`config.mk`:
```
export PLATFORM = sky130hd
export DESIGN_NAME = energy_meter_frame_decoder
export DESIGN_NICKNAME = d
export VERILOG_FILES = /design/src/rtl/emfd_pkg.sv /design/src/rtl/energy_meter_frame_decoder.sv /design/src/rtl/emfd_cell.sv
export SDC_FILE = /design/constraint.sdc
export NUM_CORES = 1
export LEC_CHECK = 0
export BUFFER_PORTS_ARGS = -buffer_cell sky130_fd_sc_hd__buf_2
export CAP_MARGIN = 30
export CORE_ASPECT_RATIO = 0.6
export CORE_UTILIZATION = 44
export CTS_BUF_LIST = sky130_fd_sc_hd__clkbuf_16
export DETAILED_ROUTE_END_ITERATION = 10
export PLACE_DENSITY = 0.72
export SLEW_MARGIN = 20
export SYNTH_ARGS = -nofsm -noshare
export SYNTH_HDL_FRONTEND = slang
export SYNTH_SLANG_ARGS = --single-unit
```
`constraint.sdc`:
```
create_clock -name clk_i -period 30 [get_ports clk_i]
set_clock_uncertainty 0.2 [all_clocks]
set_input_delay 4.5 -clock clk_i [delete_from_list [all_inputs] [get_ports clk_i]]
set_output_delay 4.5 -clock clk_i [all_outputs]
set_load 0.05 [all_outputs]
```
`src/rtl/emfd_pkg.sv`:
```
`timescale 1ns / 1ps
`default_nettype none
// ----------------------------------------------------------------------------
// Energy meter frame decoder package
// Shared types and constants for the metering chip frame decoder.
// ----------------------------------------------------------------------------
package emfd_pkg;

  typedef logic [7:0] byte_t;
  typedef logic [4:0] count_t;

  localparam int unsigned FrameLen = 24;

  localparam count_t CNT_FRAME = 5'd24;
  localparam count_t CNT_MAX   = 5'd25;
  localparam count_t SUM_FIRST = 5'd2;
  localparam count_t SUM_LAST  = 5'd22;

  localparam int unsigned HdrIdx = 1;
  localparam int unsigned SumIdx = 23;
  localparam int unsigned UpdIdx = 20;
  localparam int unsigned UpdOvfBit = 7;

  localparam byte_t HEADER_VALUE = 8'h5A;

  localparam logic MODE_BYTE = 1'b0;
  localparam logic MODE_GAP  = 1'b1;

  typedef enum logic [1:0] {
    ST_OK       = 2'd0,
    ST_LENGTH   = 2'd1,
    ST_HEADER   = 2'd2,
    ST_CHECKSUM = 2'd3
  } status_e;

endpackage
`default_nettype wire

```
`src/rtl/energy_meter_frame_decoder.sv`:
```
`timescale 1ns / 1ps
`default_nettype none
// ----------------------------------------------------------------------------
// Energy meter frame decoder
// Collects metering chip UART words into a 24-byte frame, checks and unpacks it.
// ----------------------------------------------------------------------------
// A result is registered and appears in the cycle after the gap word that ends its burst.
// Throughput: one input word per cycle; byte words shift the cell chain and a
// running sum, so no work remains at the gap beyond one compare stage.
// Any input word waits only while an earlier result sits untaken in the output
// register. Reset clears the byte count, sum, overflow counter and output
// valid; the frame cells hold no reset value and are rewritten each burst.
// ----------------------------------------------------------------------------
module energy_meter_frame_decoder (
  input  wire          clk_i,
  input  wire          rst_ni,
  input  wire          s_axis_tvalid_i,
  output logic         s_axis_tready_o,
  input  wire  [7:0]   s_axis_tdata_i,   // [7:0] data_byte
  input  wire          s_axis_tuser_i,   // [0] mode
  output logic         m_axis_tvalid_o,
  input  wire          m_axis_tready_i,
  output logic [207:0] m_axis_tdata_o,   // [7:0] state_byte, [31:8] voltage_param,
                                         // [55:32] voltage_period, [79:56] current_param,
                                         // [103:80] current_period, [127:104] power_param,
                                         // [151:128] power_period, [159:152] update_byte,
                                         // [175:160] pulse_count, [207:176] pulse_overflows
  output logic [1:0]   m_axis_tuser_o    // [1:0] status
);
  import emfd_pkg::*;

  logic          s_fire;
  logic          is_gap;
  logic          shift;
  byte_t         cell_q [FrameLen];
  byte_t         fb     [FrameLen];

  count_t        cnt_q, cnt_d;
  byte_t         sum_q, sum_d;
  logic [31:0]   ovf_q, ovf_d;
  logic [31:0]   ovf_inc;
  logic          m_valid_q, m_valid_d;
  logic [207:0]  m_data_q, m_data_d;
  status_e       m_status_q, m_status_d;

  status_e       status;
  logic          emit;
  logic          frame_ok;
  logic          bump;

  assign s_axis_tready_o = !m_valid_q || m_axis_tready_i;
  assign s_fire = s_axis_tvalid_i && s_axis_tready_o;
  assign is_gap = (s_axis_tuser_i == MODE_GAP);
  assign shift  = s_fire && !is_gap && (cnt_q < CNT_FRAME);

  for (genvar k = 0; k < FrameLen; k++) begin : g_cell
    if (k == 0) begin : g_head
      emfd_cell u_cell (
        .clk_i   (clk_i),
        .shift_i (shift),
        .byte_i  (s_axis_tdata_i),
        .byte_o  (cell_q[k])
      );
    end else begin : g_body
      emfd_cell u_cell (
        .clk_i   (clk_i),
        .shift_i (shift),
        .byte_i  (cell_q[k-1]),
        .byte_o  (cell_q[k])
      );
    end
    assign fb[FrameLen-1-k] = cell_q[k];
  end

  always_comb begin
    priority if (cnt_q != CNT_FRAME) begin
      status = ST_LENGTH;
    end else if (fb[HdrIdx] != HEADER_VALUE) begin
      status = ST_HEADER;
    end else if (sum_q != fb[SumIdx]) begin
      status = ST_CHECKSUM;
    end else begin
      status = ST_OK;
    end
  end

  assign emit     = s_fire && is_gap && (cnt_q != '0);
  assign frame_ok = (status == ST_OK);
  assign bump     = frame_ok && fb[UpdIdx][UpdOvfBit];
  assign ovf_inc  = ovf_q + 32'd1;

  always_comb begin
    cnt_d      = cnt_q;
    sum_d      = sum_q;
    ovf_d      = ovf_q;
    m_valid_d  = m_valid_q;
    m_data_d   = m_data_q;
    m_status_d = m_status_q;
    if (m_axis_tready_i) begin
      m_valid_d = 1'b0;
    end
    if (s_fire) begin
      if (is_gap) begin
        cnt_d = '0;
        sum_d = '0;
        if (emit) begin
          m_valid_d  = 1'b1;
          m_status_d = status;
          m_data_d   = '0;
          if (frame_ok) begin
            if (bump) begin
              ovf_d = ovf_inc;
            end
            m_data_d = {bump ? ovf_inc : ovf_q,
                        fb[21], fb[22],
                        fb[20],
                        fb[17], fb[18], fb[19],
                        fb[14], fb[15], fb[16],
                        fb[11], fb[12], fb[13],
                        fb[8],  fb[9],  fb[10],
                        fb[5],  fb[6],  fb[7],
                        fb[2],  fb[3],  fb[4],
                        fb[0]};
          end
        end
      end else begin
        if (cnt_q < CNT_MAX) begin
          cnt_d = cnt_q + 5'd1;
        end
        if ((cnt_q >= SUM_FIRST) && (cnt_q <= SUM_LAST)) begin
          sum_d = sum_q + s_axis_tdata_i;
        end
      end
    end
  end

  always_ff @(posedge clk_i or negedge rst_ni) begin
    if (!rst_ni) begin
      cnt_q     <= '0;
      sum_q     <= '0;
      ovf_q     <= '0;
      m_valid_q <= 1'b0;
    end else begin
      cnt_q     <= cnt_d;
      sum_q     <= sum_d;
      ovf_q     <= ovf_d;
      m_valid_q <= m_valid_d;
    end
  end

  always_ff @(posedge clk_i) begin
    m_data_q   <= m_data_d;
    m_status_q <= m_status_d;
  end

  assign m_axis_tvalid_o = m_valid_q;
  assign m_axis_tdata_o  = m_data_q;
  assign m_axis_tuser_o  = m_status_q;

  a_cnt_range: assert property (@(posedge clk_i) disable iff (!rst_ni)
    cnt_q <= CNT_MAX)
    else $error("byte count beyond saturation");

  a_gap_clears: assert property (@(posedge clk_i) disable iff (!rst_ni)
    (s_fire && is_gap) |=> (cnt_q == '0) && (sum_q == '0))
    else $error("gap did not clear burst state");

  a_gap_emits: assert property (@(posedge clk_i) disable iff (!rst_ni)
    emit |=> m_valid_q)
    else $error("non-empty burst gave no result");

  a_fail_zero: assert property (@(posedge clk_i) disable iff (!rst_ni)
    (m_valid_q && (m_status_q != ST_OK)) |-> (m_data_q == '0))
    else $error("failed frame carries data");

  a_ovf_step: assert property (@(posedge clk_i) disable iff (!rst_ni)
    !emit |=> $stable(ovf_q))
    else $error("overflow counter moved without a frame");

endmodule
`default_nettype wire

```
`src/rtl/emfd_cell.sv`:
```
`timescale 1ns / 1ps
`default_nettype none
// ----------------------------------------------------------------------------
// Frame byte cell
// One byte stage of the frame shift chain; takes its neighbor's byte on shift.
// ----------------------------------------------------------------------------
module emfd_cell (
  input  wire                   clk_i,
  input  wire                   shift_i,
  input  wire emfd_pkg::byte_t  byte_i,
  output emfd_pkg::byte_t       byte_o
);
  import emfd_pkg::*;

  byte_t byte_q;
  byte_t byte_d;

  always_comb begin
    byte_d = shift_i ? byte_i : byte_q;
  end

  always_ff @(posedge clk_i) begin
    byte_q <= byte_d;
  end

  assign byte_o = byte_q;

endmodule
`default_nettype wire
```
### Yosys cells after proc, flatten, opt, wreduce, memory -nomap -nowiden

Index checks and enable logic that the tools add are counted.

* flip-flop bits (word level): 448
* bits of input ports: 13
* output and inout bits: 212
* logic and storage cells: 70

* $add $sub $neg: 3
* order comparisons: 4
* equal/unequal tests: 3
* muxes and demuxes: 12
* reduce and logical (&&, ||, !) cells: 18

Operator list (number)
* adder 32 x 1 -> 32 bit (second input constant): 1
* 2-to-1 mux 32 bit: 1
* 2-to-1 mux 8 bit: 2
* less-than comparator 5 bit (second input constant): 2
* 2-to-1 mux 5 bit: 2
* adder 8 bit: 1
* inequality test 8 x 7 -> 1 bit (second input constant): 1
* inequality test 8 bit: 1
* logical AND 1 bit: 7
* 2-to-1 mux 2 bit: 3
* adder 5 x 1 -> 5 bit (second input constant): 1
* greater-or-equal comparator 5 x 2 -> 1 bit (second input constant): 1
* less-or-equal comparator 5 bit (second input constant): 1
* inequality test 5 bit (second input constant): 1
* nonzero test 5 bit: 1
* 2-to-1 mux 1 bit: 4
* AND reduction 2 bit: 2
* AND reduction 4 bit: 1
* nonzero test 2 bit: 2
* AND reduction 3 bit: 1
* logical NOT 1 bit: 2
* logical NOT 2 bit: 1
* logical OR 1 bit: 1

### Depth between registers and ports, before layout

Gate-level depths: netlist of run 1.

* depth after elaboration: 8
* mapped depth: 9
* mapped depth without buffers: 7

### Hierarchy

Synthesis of run 1 repeated with hierarchy kept, for this count alone.

* cell total of the unflattened synthesis: 979
* area total of the unflattened synthesis: 16743.6 um^2

Modules (own cells, without submodules)
* energy_meter_frame_decoder: times used 1, cells each 787, area each 10978.0 um^2, seq. area each 7457.2 um^2
* emfd_cell: times used 24, cells each 8, area each 240.2 um^2, seq. area each 240.2 um^2

### Worst setup path before layout of run 1

No wires, ideal clock.

* kind: input port to flip-flop
* start point: in m_axis_tready_i
* end point: reg g_cell[0].g_head.u_cell.byte_q[0], enable pin
* library setup time: 1.019 ns
* arrival: 19.254 ns
* required time: 28.781 ns
* slack: 9.527 ns
* stages: 4
* path buffers: 1
* cell sequence: nand2b_1 clkbuf_1 nand2_1 nor3b_1

* longest elaborated chain between the ends: 4

RTL lines
* start: declaration: line energy_meter_frame_decoder.sv:22 `input wire m_axis_tready_i,`
* logical OR 1 bit: line energy_meter_frame_decoder.sv:51 `assign s_axis_tready_o = !m_valid_q || m_axis_tready_i;`
* net s_axis_tready_o: line energy_meter_frame_decoder.sv:18 `output logic s_axis_tready_o,`
* logical AND 1 bit: line energy_meter_frame_decoder.sv:52 `assign s_fire = s_axis_tvalid_i && s_axis_tready_o;`
* logical AND 1 bit (2 in a row): line energy_meter_frame_decoder.sv:54 `assign shift = s_fire && !is_gap && (cnt_q < CNT_FRAME);`
* net g_cell[0].g_head.u_cell.shift_i: line emfd_cell.sv:9 `input wire shift_i,`
* end signal: assignment: line emfd_cell.sv:23 `byte_q <= byte_d;`
* end: declaration: line emfd_cell.sv:15 `byte_t byte_q;`

The timed path passes the listed nets, and every way through them passes these cells.
A chain may end at the register's enable or synchronous reset.

### Final worst setup path of run 1

* start point: in m_axis_tready_i
* end point: out s_axis_tready_o

* longest elaborated chain between the ends: 1

RTL lines (line)
* logical OR 1 bit: energy_meter_frame_decoder.sv:51
* end: declaration: energy_meter_frame_decoder.sv:18

Every way passes these cells.

==> out/results.ini, run 1 <==
[synthesis]
synth-seq-cells = 448
synth_area_um2 = 16800
synth.top_cell.area_share_pct = 71.9
yosysMostFrequentCell = edfxtp_1
ys_types = 55
synth_flop_cell = edfxtp_1
async_reset_ff_share_pct = 10.3
synth_area_leader_cell = edfxtp_1
synth_edf_count = 402
syn_area_per_cell_um2 = 16.7
ys_top_cells_by_count = edfxtp_1, and3_1, xnor2_1
ys_warn_count = 0
ys_top_cells_by_area = edfxtp_1, and3_1, dfrtp_1, xnor2_1, nor2_1
syn-num-nets = 1028
synthCells = 1004
seq_area_frac_synth_pct = 78.7

[detailed_routing]
wl_per_cell_um = 19.8
drt_iter0_drc = 834
drc = 0
antenna_left = 0
drt-pass1-iter-count = 5
vias = 9143
via_per_inst = 5.16
totalWireLength_mm = 35.1

[cells_and_area]
area_delta_synth_final_pct = 17.9
n_antenna_cell = 0
fin_nets = 1250
fillers = 3109
drive_gt1_share_pct = 25.7

[cts]
postCtsSetupBuffers = 0
cts_hold_buffers = 0
cts_tree = built
cts_buffers = 41
htreeDepth = 2
cts_repair_resize_count = 0
cts_root_buffer = clkbuf_16
insertion_delay_ns = 0.54
clk_pin_slew_ns = 0.06
ctsLongestPathBuffers = 3
numClockSinks = 448

[worst_setup_path]
cp_cell_sequence = buf_2 > nand2b_1 > buf_2
r2r_setup_slack_ns = 26.55
slowest_delay_ns = 0.31
start_kind = input port
path_buf_inv = 2
cp-end-kind = output pin
critPathRequiredTime_ns = 25.30
critPathKind = in -> out
critPathMaxFanout = 8
path_common_cell = buf_2
slowest_stage = buf_2
cp_top_family = buffers and inverters
arrival_ns = 5.16

[placed_design]
gp_congestion = 0.914
hpwl_mm = 22.0
numPortBuffers = 224
dpl_worst_slack_ns = 20.14

[floorplanning]
start_util_pct = 44.6
die_w_um = 254
die_h_um = 153
core_um2 = 37600
placementRows = 55
pin_count = 225
dieArea_um2 = 39000

[power_and_ir_drop]
p_per_area_nw_per_um2 = 74.4
switchingPower_uw = 399
clkPwrFrac_pct = 35.4
p_leak_nw = 7.73
combPwrFrac_pct = 13.1
seqPwrFrac_pct = 51.5
switching_share_pct = 27.1
intPower_mw = 1.07
vdd_drop_max_mv = 0.0586

[grt]
grt.total_usage_pct = 18.0
grt_max_degree = 193
grt_pass1_wl_mm = 53.2
antenna_found_initial = 1
first_global_vias = 9013
overflow = 0

[timing]
hold_violations = 0
finalCriticalPeriod_ns = 9.86
final.period_utilization_pct = 32.9
slew_viol_final = 0
relSlewSlack_pct = 15.3
setup_ws_ns = 20.14
finalSetupViolCount = 0
rsz0062_at_grt = false
fmax_ghz = 0.101
worst_pin_slew_ns = 1.27
final.setup.tns_ns = 0

[min_path]
hold_path_class = reg -> reg

[status]
outcome = finished clean

[job]
drv_cap = 0

[flip-flops by register name, indices dropped and copies added (netlist names)]
signal and cells:
cnt_q 5, g_cell.g_body.u_cell.byte_o 184, g_cell.g_head.u_cell.byte_o 8, m_axis_tdata_o 208, m_axis_tuser_o 2, m_axis_tvalid_o 1
ovf_q 32, sum_q 8
[worst paths after layout]
| check | start | endpoint | cells after the start |
|---|---|---|---|
| max | m_axis_tready_i | s_axis_tready_o | 3 |
| min | g_cell[3].g_body.u_cell.byte_o[0] | g_cell[4].g_body.u_cell.byte_o[0] | 0 |
| max reg2reg | g_cell[22].g_body.u_cell.byte_o[0] | m_axis_tdata_o[130] | 7 |
| min reg2reg | g_cell[3].g_body.u_cell.byte_o[0] | g_cell[4].g_body.u_cell.byte_o[0] | 0 |
| max in group asynchronous | rst_ni | sum_q[3] | 1 |
| min in group asynchronous | rst_ni | ovf_q[10] | 1 |
[cell families after synthesis]
logic type,Yosys count,synth area share [%]
and+or+nand+nor,366,13.1
muxes,2,0.127
adders and majority gates,11,0.864
AOI/OAI and AO/OA,35,1.42
xor gates and xnor gates,76,4.01
DFF,448,78.7
buffers and inverters,66,1.73
[power groups by stage]
stage                     Combinational, mW  Clock [mW]  Sequential [mW]
final                                 0.194       0.521            0.758
after CTS                             0.193       0.534            0.759
after global routing                  0.205       0.558            0.763
after detailed placement              0.192           0            0.772
after floorplan                      0.0619           0            0.865
after global placement                0.189           0            0.770
[metrics by stage]
step / instance area [um2] / util, % / std cells / power [mW] / hold WS [ns]
3_5_place_dp: 18400 / 48.8 / 1692 / 0.964 / 0.224
5_1_grt: 19800 / 52.6 / 1772 / 1.53 / 0.240
2_1_floorplan: 16800 / - / 1004 / 0.927 / 0.217
3_3_place_gp: 18400 / 48.8 / 1692 / 0.959 / 0.221
4_1_cts: 19700 / 52.4 / 1768 / 1.49 / 0.235
6_report: 19800 / 52.6 / 1772 / 1.47 / 0.230
[routing by layer]
metal	routed length (um)	up-vias	track usage, %
li1	-	4230	-
met1	15800	4616	26.4
met2	15800	252	26.0
met3	2950	45	6.03
met4	451	0	3.73
met5	0	-	0
[worst reg2reg max path: stages, from the launching register on]
cell	delay, ns
edfxtp_1	0.40
nor4bb_1	0.38
nand2_1	0.41
nor3_4	0.29
buf_4	0.53
buf_4	0.57
buf_12	0.28
and3_1	0.24
[layout make-up]
cell class | instances | area [um2] | share of cell area, %
Clock buffer | 43 | 1080 | 5.43
Clock inverter | 33 | 258 | 1.30
Inverter | 9 | 33.8 | 0.171
Multi-Input combinational cell | 490 | 3290 | 16.6
Sequential cell | 448 | 13200 | 66.8
Tap cell | 513 | 642 | 3.24
Timing Repair Buffer | 236 | 1280 | 6.46
[layout by cell type (no fill, tap or decap), drive strengths merged, types with 17 or more instances in the layout]
cell,synthesis,layout
dfrtp,46,46
buf,27,235
nor2,47,47
edfxtp,402,402
nand3,25,25
inv,9,17
and3,186,186
nand2,39,39
clkinv,0,18
clkbuf,30,44
xnor2,64,64
Note: power is estimated with default switching activity, not from simulation.
==> run 2, diff against run 1 <==
--- a/config.mk
+++ b/config.mk
@@ -11,7 +11,7 @@
 export CORE_UTILIZATION = 44
 export CTS_BUF_LIST = sky130_fd_sc_hd__clkbuf_16
 export DETAILED_ROUTE_END_ITERATION = 10
-export PLACE_DENSITY = 0.72
+export PLACE_DENSITY = 0.74
 export SLEW_MARGIN = 20
 export SYNTH_ARGS = -nofsm -noshare
 export SYNTH_HDL_FRONTEND = slang
==> constraint.sdc (replaced) <==
create_clock -name clk_i -period 8.44 [get_ports clk_i]
set_clock_uncertainty 0.2 [all_clocks]
set_input_delay 1.266 -clock clk_i [delete_from_list [all_inputs] [get_ports clk_i]]
set_output_delay 1.266 -clock clk_i [all_outputs]
set_load 0.05 [all_outputs]
==> run 2 against run 1 <==
Against the previous run:
- critical path type is now reg -> reg
- wire length decreased by 2.3%
- critical path depth increased by 3
- die area unchanged
- non-clock buffer count decreased by 2
==> out/results.ini, run 2 (same netlist as run 1, synthesis figures left out) <==
[detailed_routing]
vias = 9182  ; was 9143
drc = 0  ; unchanged
drt_iter0_drc = 734  ; was 834
totalWireLength_mm = 34.3  ; was 35.1 mm
antenna_left = 0  ; unchanged
wl_per_cell_um = 19.4  ; was 19.8 um
drt-pass1-iter-count = 5  ; unchanged
via_per_inst = 5.19  ; was 5.16

[power_and_ir_drop]
p_per_area_nw_per_um2 = 261  ; was 74.4 nW/um2
intPower_mw = 3.74  ; was 1.07 mW
switching_share_pct = 27.4  ; was 27.1%
switchingPower_mw = 1.41  ; was 399 uW
seqPwrFrac_pct = 52.4  ; was 51.5%
p_leak_nw = 7.69  ; was 7.73 nW
clkPwrFrac_pct = 34.4  ; was 35.4%
vdd_drop_max_mv = 0.147  ; was 0.0586 mV
combPwrFrac_pct = 13.2  ; was 13.1%

[timing]
finalSetupViolCount = 0  ; unchanged
final.setup.tns_ns = 0  ; unchanged
fmax_ghz = 0.284
rsz0062_at_grt = false  ; unchanged
finalCriticalPeriod_ns = 3.52
relSlewSlack_pct = 28.7  ; was 15.3%
worst_pin_slew_ns = 1.07  ; was 1.27 ns
final.period_utilization_pct = 41.7
slew_viol_final = 0  ; unchanged
holdWs_ns = 0.234  ; was 0.230 ns
hold_violations = 0  ; unchanged

[worst_setup_path]
start_kind = flop  ; was input port
critPathKind = reg -> reg  ; was in -> out
slowest_delay_ns = 0.83  ; was 0.31 ns
slowest_stage = buf_4  ; was buf_2
critPathMaxFanout = 107  ; was 8
critPathRequiredTime_ns = 8.62  ; was 25.30 ns
arrival_ns = 3.70  ; was 5.16 ns
cp-end-kind = flop  ; was output pin
path_common_cell = buf_4  ; was buf_2
cp_cell_sequence = nor4bb_1 > nand2_1 > nor3_4 > buf_4 > buf_4 > and3_1  ; was buf_2 > nand2b_1 > buf_2

[cts]
ctsLongestPathBuffers = 3  ; unchanged
cts_buffers = 41  ; unchanged
cts_hold_buffers = 0  ; unchanged
insertion_delay_ns = 0.54  ; about the same
cts_repair_resize_count = 0  ; unchanged
postCtsSetupBuffers = 0  ; unchanged
cts_root_buffer = clkbuf_16  ; unchanged
cts_tree = built  ; unchanged
htreeDepth = 2  ; unchanged
numClockSinks = 448  ; unchanged
clk_pin_slew_ns = 0.07  ; was 0.06 ns

[cells_and_area]
layout_commonest_cell = edfxtp_1  ; unchanged
n_antenna_cell = 0  ; unchanged
fillers = 3059  ; was 3109
area_delta_synth_final_pct = 17.5  ; was 17.9%
drive_gt1_share_pct = 25.0  ; was 25.7%
largest_reg_flops = 208  ; unchanged
fin_util_pct = 52.4  ; was 52.6%
final_cell_mix = edfxtp_1, buf_2, and3_1  ; unchanged
fin_nets = 1248  ; was 1250

[grt]
grt_util_met2_pct = 25.5  ; was 26.0%
grt_max_degree = 193  ; unchanged
grt_pass1_wl_mm = 51.8  ; was 53.2 mm
first_global_vias = 8722  ; was 9013
grt.total_usage_pct = 17.5  ; was 18.0%
overflow = 0  ; unchanged
antenna_found_initial = 0  ; was 1
gr-max-usage-layer = met1  ; unchanged
met1_usage_pct = 26.5  ; was 26.4%
global_route.usage.met3_pct = 4.68  ; was 6.03%

[placed_design]
numPortBuffers = 224  ; unchanged
hpwl_mm = 21.4  ; was 22.0 mm
gp_congestion = 0.937  ; was 0.914

[status]
outcome = finished clean  ; unchanged

[job]
drv_cap = 0  ; unchanged

[floorplanning]
placementRows = 55  ; unchanged
start_util_pct = 44.6  ; unchanged
core_um2 = 37600  ; unchanged
die_w_um = 254  ; unchanged
dieArea_um2 = 39000  ; unchanged
die_h_um = 153  ; unchanged
pin_count = 225  ; unchanged

[min_path]
hold_path_class = reg -> reg  ; unchanged

run 2: changes by cell type in the layout (fill, tap and decap cells not counted), moves of 2 or more:
cell        delta
clkinv_2       -6
clkinv_4       +4
clkinv_1       +3
buf_4          -2
bufinv_16      -2
clkinvlp_4     -2
run 2: final timing paths:
| kind | from | end | slack, ns | cells after the start |
|---|---|---|---|---|
| max | g_cell[22].g_body.u_cell.byte_o[0] | m_axis_tdata_o[175] | 4.92 | 6 |
| min | g_cell[22].g_body.u_cell.byte_o[6] | g_cell[23].g_body.u_cell.byte_o[6] | 0.23 | 0 |
| max reg2reg | g_cell[22].g_body.u_cell.byte_o[0] | m_axis_tdata_o[175] | 4.92 | 6 |
| min reg2reg | g_cell[22].g_body.u_cell.byte_o[6] | g_cell[23].g_body.u_cell.byte_o[6] | 0.23 | 0 |
| max in group asynchronous | rst_ni | sum_q[3] | 7.03 | 1 |
| min in group asynchronous | rst_ni | ovf_q[16] | 0.55 | 1 |
run 2: power by group through the flow:
| stage | Clock (mW) | Combinational [mW] | Sequential (mW) |
|---|---|---|---|
| floorplan | 0 | 0.221 | 3.05 |
| global placement | 0 | 0.668 | 2.74 |
| detailed placement | 0 | 0.679 | 2.74 |
| CTS | 1.82 | 0.681 | 2.70 |
| global route | 1.90 | 0.724 | 2.71 |
| finish | 1.77 | 0.679 | 2.70 |
run 2: cell type report:
| cell class | count | area, um2 | share of cell area [%] |
|---|---|---|---|
| Sequential cell | 448 | 13200 | 67.0 |
| Clock buffer | 42 | 1050 | 5.33 |
| Multi-Input combinational cell | 490 | 3300 | 16.7 |
| Inverter | 9 | 33.8 | 0.171 |
| Timing Repair Buffer | 234 | 1260 | 6.41 |
| Clock inverter | 32 | 219 | 1.11 |
| Tap cell | 513 | 642 | 3.25 |
run 2: critical path: cells and delay by family, from the launching register on:
kind	cells	cell delay, ns
simple gates	4	1.35
buf+inv	2	1.35
flops	1	0.39
run 2: metal layers:
| layer | routed length [um] | vias to the layer above |
|---|---|---|
| met2 | 15400 | 288 |
| met3 | 2510 | 42 |
| li1 | - | 4230 |
| met4 | 460 | 0 |
| met5 | 0 | - |
| met1 | 15900 | 4622 |
run 2: through the flow:
stage / instances / cell area, um2 / total power, mW / setup WS (ns)
3_3_place_gp: 1690 / 18400 / 3.41 / 4.32
3_5_place_dp: 1691 / 18400 / 3.42 / 4.18
6_report: 1768 / 19700 / 5.15 / 4.92
5_1_grt: 1768 / 19700 / 5.34 / 4.66
4_1_cts: 1765 / 19700 / 5.20 / 4.75
2_1_floorplan: 1004 / 16800 / 3.27 / 0.189
==> run 3, diff against run 2 <==
--- a/config.mk
+++ b/config.mk
@@ -5,6 +5,7 @@
 export SDC_FILE = /design/constraint.sdc
 export NUM_CORES = 1
 export LEC_CHECK = 0
+export ABC_AREA = 1
 export BUFFER_PORTS_ARGS = -buffer_cell sky130_fd_sc_hd__buf_2
 export CAP_MARGIN = 30
 export CORE_ASPECT_RATIO = 0.6
==> constraint.sdc (replaced) <==
create_clock -name clk_i -period 3.2 [get_ports clk_i]
set_clock_uncertainty 0.2 [all_clocks]
set_input_delay 0.48 -clock clk_i [delete_from_list [all_inputs] [get_ports clk_i]]
set_output_delay 0.48 -clock clk_i [all_outputs]
set_load 0.05 [all_outputs]
==> run 3 against run 2 <==
Against the previous run:
- worst hold slack got worse by 0.17 ns
- first-iteration DRC count increased by 21%
- via count increased by 17%
- final area increased by 9.3%
- total power increased to 2.7 times the previous value
- non-clock buffer count increased by 19
- global-route usage increased by 0.34 points
- synthesized cell count increased by 44%
- flip-flop and latch count unchanged
==> out/results.ini, run 3 <==
[cts]
cts_repair_resize_count = 0  ; unchanged
insertion_delay_ns = 0.53  ; was 0.54 ns
htreeDepth = 2  ; unchanged
numClockSinks = 448  ; unchanged
postCtsSetupBuffers = 0  ; unchanged
cts_tree = built  ; unchanged
clk_pin_slew_ns = 0.07  ; about the same
cts_root_buffer = clkbuf_16  ; unchanged
ctsLongestPathBuffers = 3  ; unchanged
cts_buffers = 42  ; was 41
cts_hold_buffers = 9  ; was 0

[timing]
slew_viol_final = 0  ; unchanged
setup_ws_ns = 0.595  ; was 4.92 ns
final.period_utilization_pct = 81.4  ; was 41.7%
fmax_ghz = 0.384  ; was 0.284 GHz
holdWs_ns = 0.0632  ; was 0.234 ns
finalCriticalPeriod_ns = 2.61  ; was 3.52 ns
relSlewSlack_pct = 43.4  ; was 28.7%
worst_pin_slew_ns = 0.849  ; was 1.07 ns
hold_violations = 0  ; unchanged
rsz0062_at_grt = false  ; unchanged
finalSetupViolCount = 0  ; unchanged

[synthesis]
syn_area_per_cell_um2 = 12.7  ; was 16.7 um2
synth_flop_cell = edfxtp_1  ; unchanged
synth_area_leader_cell = edfxtp_1  ; unchanged
ys_top_cells_by_area = edfxtp_1, nand2_1, dfrtp_1, nor2_4, inv_1  ; was edfxtp_1, and3_1, dfrtp_1, xnor2_1, nor2_1
synthCells = 1446  ; was 1004
synth.top_cell.area_share_pct = 65.5  ; was 71.9%
async_reset_ff_share_pct = 10.3  ; unchanged
ys_top_cells_by_count = edfxtp_1, nand2_1, inv_1  ; was edfxtp_1, and3_1, xnor2_1
synth_area_um2 = 18400  ; was 16800 um2
ys_warn_count = 0  ; unchanged
synth-seq-cells = 448  ; unchanged
ys_types = 36  ; was 55
syn-num-nets = 1470  ; was 1028
yosysMostFrequentCell = edfxtp_1  ; unchanged
synth_edf_count = 402  ; unchanged
seq_area_frac_synth_pct = 71.8  ; was 78.7%

[floorplanning]
die_h_um = 161  ; was 153 um
placementRows = 57  ; was 55
dieArea_um2 = 42700  ; was 39000 um2
core_um2 = 40900  ; was 37600 um2
start_util_pct = 45.1  ; was 44.6%
die_w_um = 266  ; was 254 um
pin_count = 225  ; unchanged

[worst_setup_path]
critPathRequiredTime_ns = 3.34  ; was 8.62 ns
critPathKind = reg -> reg  ; unchanged
critPathMaxFanout = 33  ; was 107
start_kind = flop  ; unchanged
cp_cell_sequence = nor2_1 > nand3_1 > nor2_4 > nand3_1 > nor2_2 > buf_4 > nand3_1 > a21oi_1  ; was nor4bb_1 > nand2_1 > nor3_4 > buf_4 > buf_4 > and3_1
arrival_ns = 2.74  ; was 3.70 ns
slowest_delay_ns = 0.40  ; was 0.83 ns
slowest_stage = edfxtp_1  ; was buf_4
cp-end-kind = flop  ; unchanged
path_common_cell = nand3_1  ; was buf_4
reg2reg_depth = 8  ; was 6

[power_and_ir_drop]
p_leak_nw = 8.83  ; was 7.69 nW
p_per_area_nw_per_um2 = 633  ; was 261 nW/um2
total_power_mw = 13.7  ; was 5.15 mW
vdd_drop_max_mv = 0.433  ; was 0.147 mV

[detailed_routing]
via_per_inst = 4.69  ; was 5.19
drt-pass1-iter-count = 6  ; was 5
wl_per_cell_um = 16.6  ; was 19.4 um
drt_iter0_drc = 887  ; was 734
wl_met3_mm = 2.98  ; was 2.51 mm
vias = 10769  ; was 9182
antenna_left = 0  ; unchanged
drc = 0  ; unchanged
highest_layer = met4  ; unchanged
dr_wl_met2_mm = 16.7  ; was 15.4 mm
totalWireLength_mm = 38.1  ; was 34.3 mm
drt-met1-wl_mm = 17.9  ; was 15.9 mm

[grt]
grt.total_usage_pct = 17.9  ; was 17.5%
first_global_vias = 10331  ; was 8722
grt_max_degree = 117  ; was 193
antenna_found_initial = 0  ; unchanged
grt_pass1_wl_mm = 58.7  ; was 51.8 mm
overflow = 0  ; unchanged

[cells_and_area]
fin_nets = 1729  ; was 1248
layout_commonest_cell = edfxtp_1  ; unchanged
fin_util_pct = 52.8  ; was 52.4%
fillers = 3442  ; was 3059
multi_input_area_um2 = 3990  ; was 3300 um2
seq_area_um2 = 13200  ; about the same
final_cell_area_um2 = 21600  ; was 19700 um2
largest_reg_flops = 208  ; unchanged
final_cell_mix = edfxtp_1, nand2_1, inv_1  ; was edfxtp_1, buf_2, and3_1
n_antenna_cell = 0  ; unchanged
drive_gt1_share_pct = 24.1  ; was 25.0%
area_delta_synth_final_pct = 17.0  ; was 17.5%

[placed_design]
dpl_worst_slack_ns = 0.673  ; was 4.18 ns
numPortBuffers = 224  ; unchanged
placed_cell_area_um2 = 20200  ; was 18400 um2
hpwl_mm = 26.0  ; was 21.4 mm
gp_congestion = 0.907  ; was 0.937

[min_path]
whs_path_depth = 4  ; was 0
hold_path_class = in -> reg  ; was reg -> reg

[job]
drv_cap = 0  ; unchanged

[status]
outcome = finished clean  ; unchanged

-- run 3: report_power, final --
| group | internal (mW) | switching (mW) |
|---|---|---|
| Combinational | 0.387 | 1.48 |
| Sequential | 6.88 | 0.218 |
| Clock | 2.58 | 2.11 |
| Total | 9.85 | 3.81 |
-- run 3: final timing paths --
check | from | endpoint | slack [ns]
worst max-delay path | g_cell[22].g_body.u_cell.byte_o[0] | m_axis_tdata_o[192] | 0.59
worst min-delay path | m_axis_tready_i | m_axis_tvalid_o | 0.06
worst max register to register | g_cell[22].g_body.u_cell.byte_o[0] | m_axis_tdata_o[192] | 0.59
worst min register to register | g_cell[9].g_body.u_cell.byte_o[7] | g_cell[10].g_body.u_cell.byte_o[7] | 0.24
max in group asynchronous | rst_ni | ovf_q[9] | 1.72
min in group asynchronous | rst_ni | cnt_q[4] | 0.39
-- run 3: cell families (layout without fill, tap and decap cells) --
| group | after synthesis | in the layout | synth area share, % |
|---|---|---|---|
| DFF | 448 | 448 | 71.8 |
| adders and majority gates | 11 | 11 | 0.788 |
| AOI/OAI and AO/OA | 45 | 45 | 1.30 |
| and+or+nand+nor | 650 | 650 | 18.5 |
| xor gates and xnor gates | 18 | 18 | 0.856 |
| buffers and inverters | 274 | 566 | 6.80 |
-- run 3: per-layer routing --
metal,GRT usage [%],up-vias
li1,-,5207
met1,26.8,5177
met2,26.1,338
met3,4.80,47
met4,3.61,0
met5,0,-
-- run 3: stage by stage --
stage	TNS, ns	cells
after detailed placement	0	2212
after floorplan	-920.87	1446
after CTS	0	2298
final	0	2298
after global routing	0	2298
after global placement	0	2212
-- run 3: critical path, delay by kind of cell (launching register included) --
kind                   cells  cell delay [ns]
and+or+nand+nor            6             1.19
DFF                        1             0.40
AOI/OAI and AO/OA          1             0.27
buffers and inverters      1             0.34
-- run 3: final cells by class --
cell class	count	area share, %
clock buffers	44	5.11
clock inverters	33	0.847
inverters	236	4.11
multi-input cells	724	18.5
flip-flops and latches	448	61.3
well taps	560	3.25
repair buffers	253	6.84
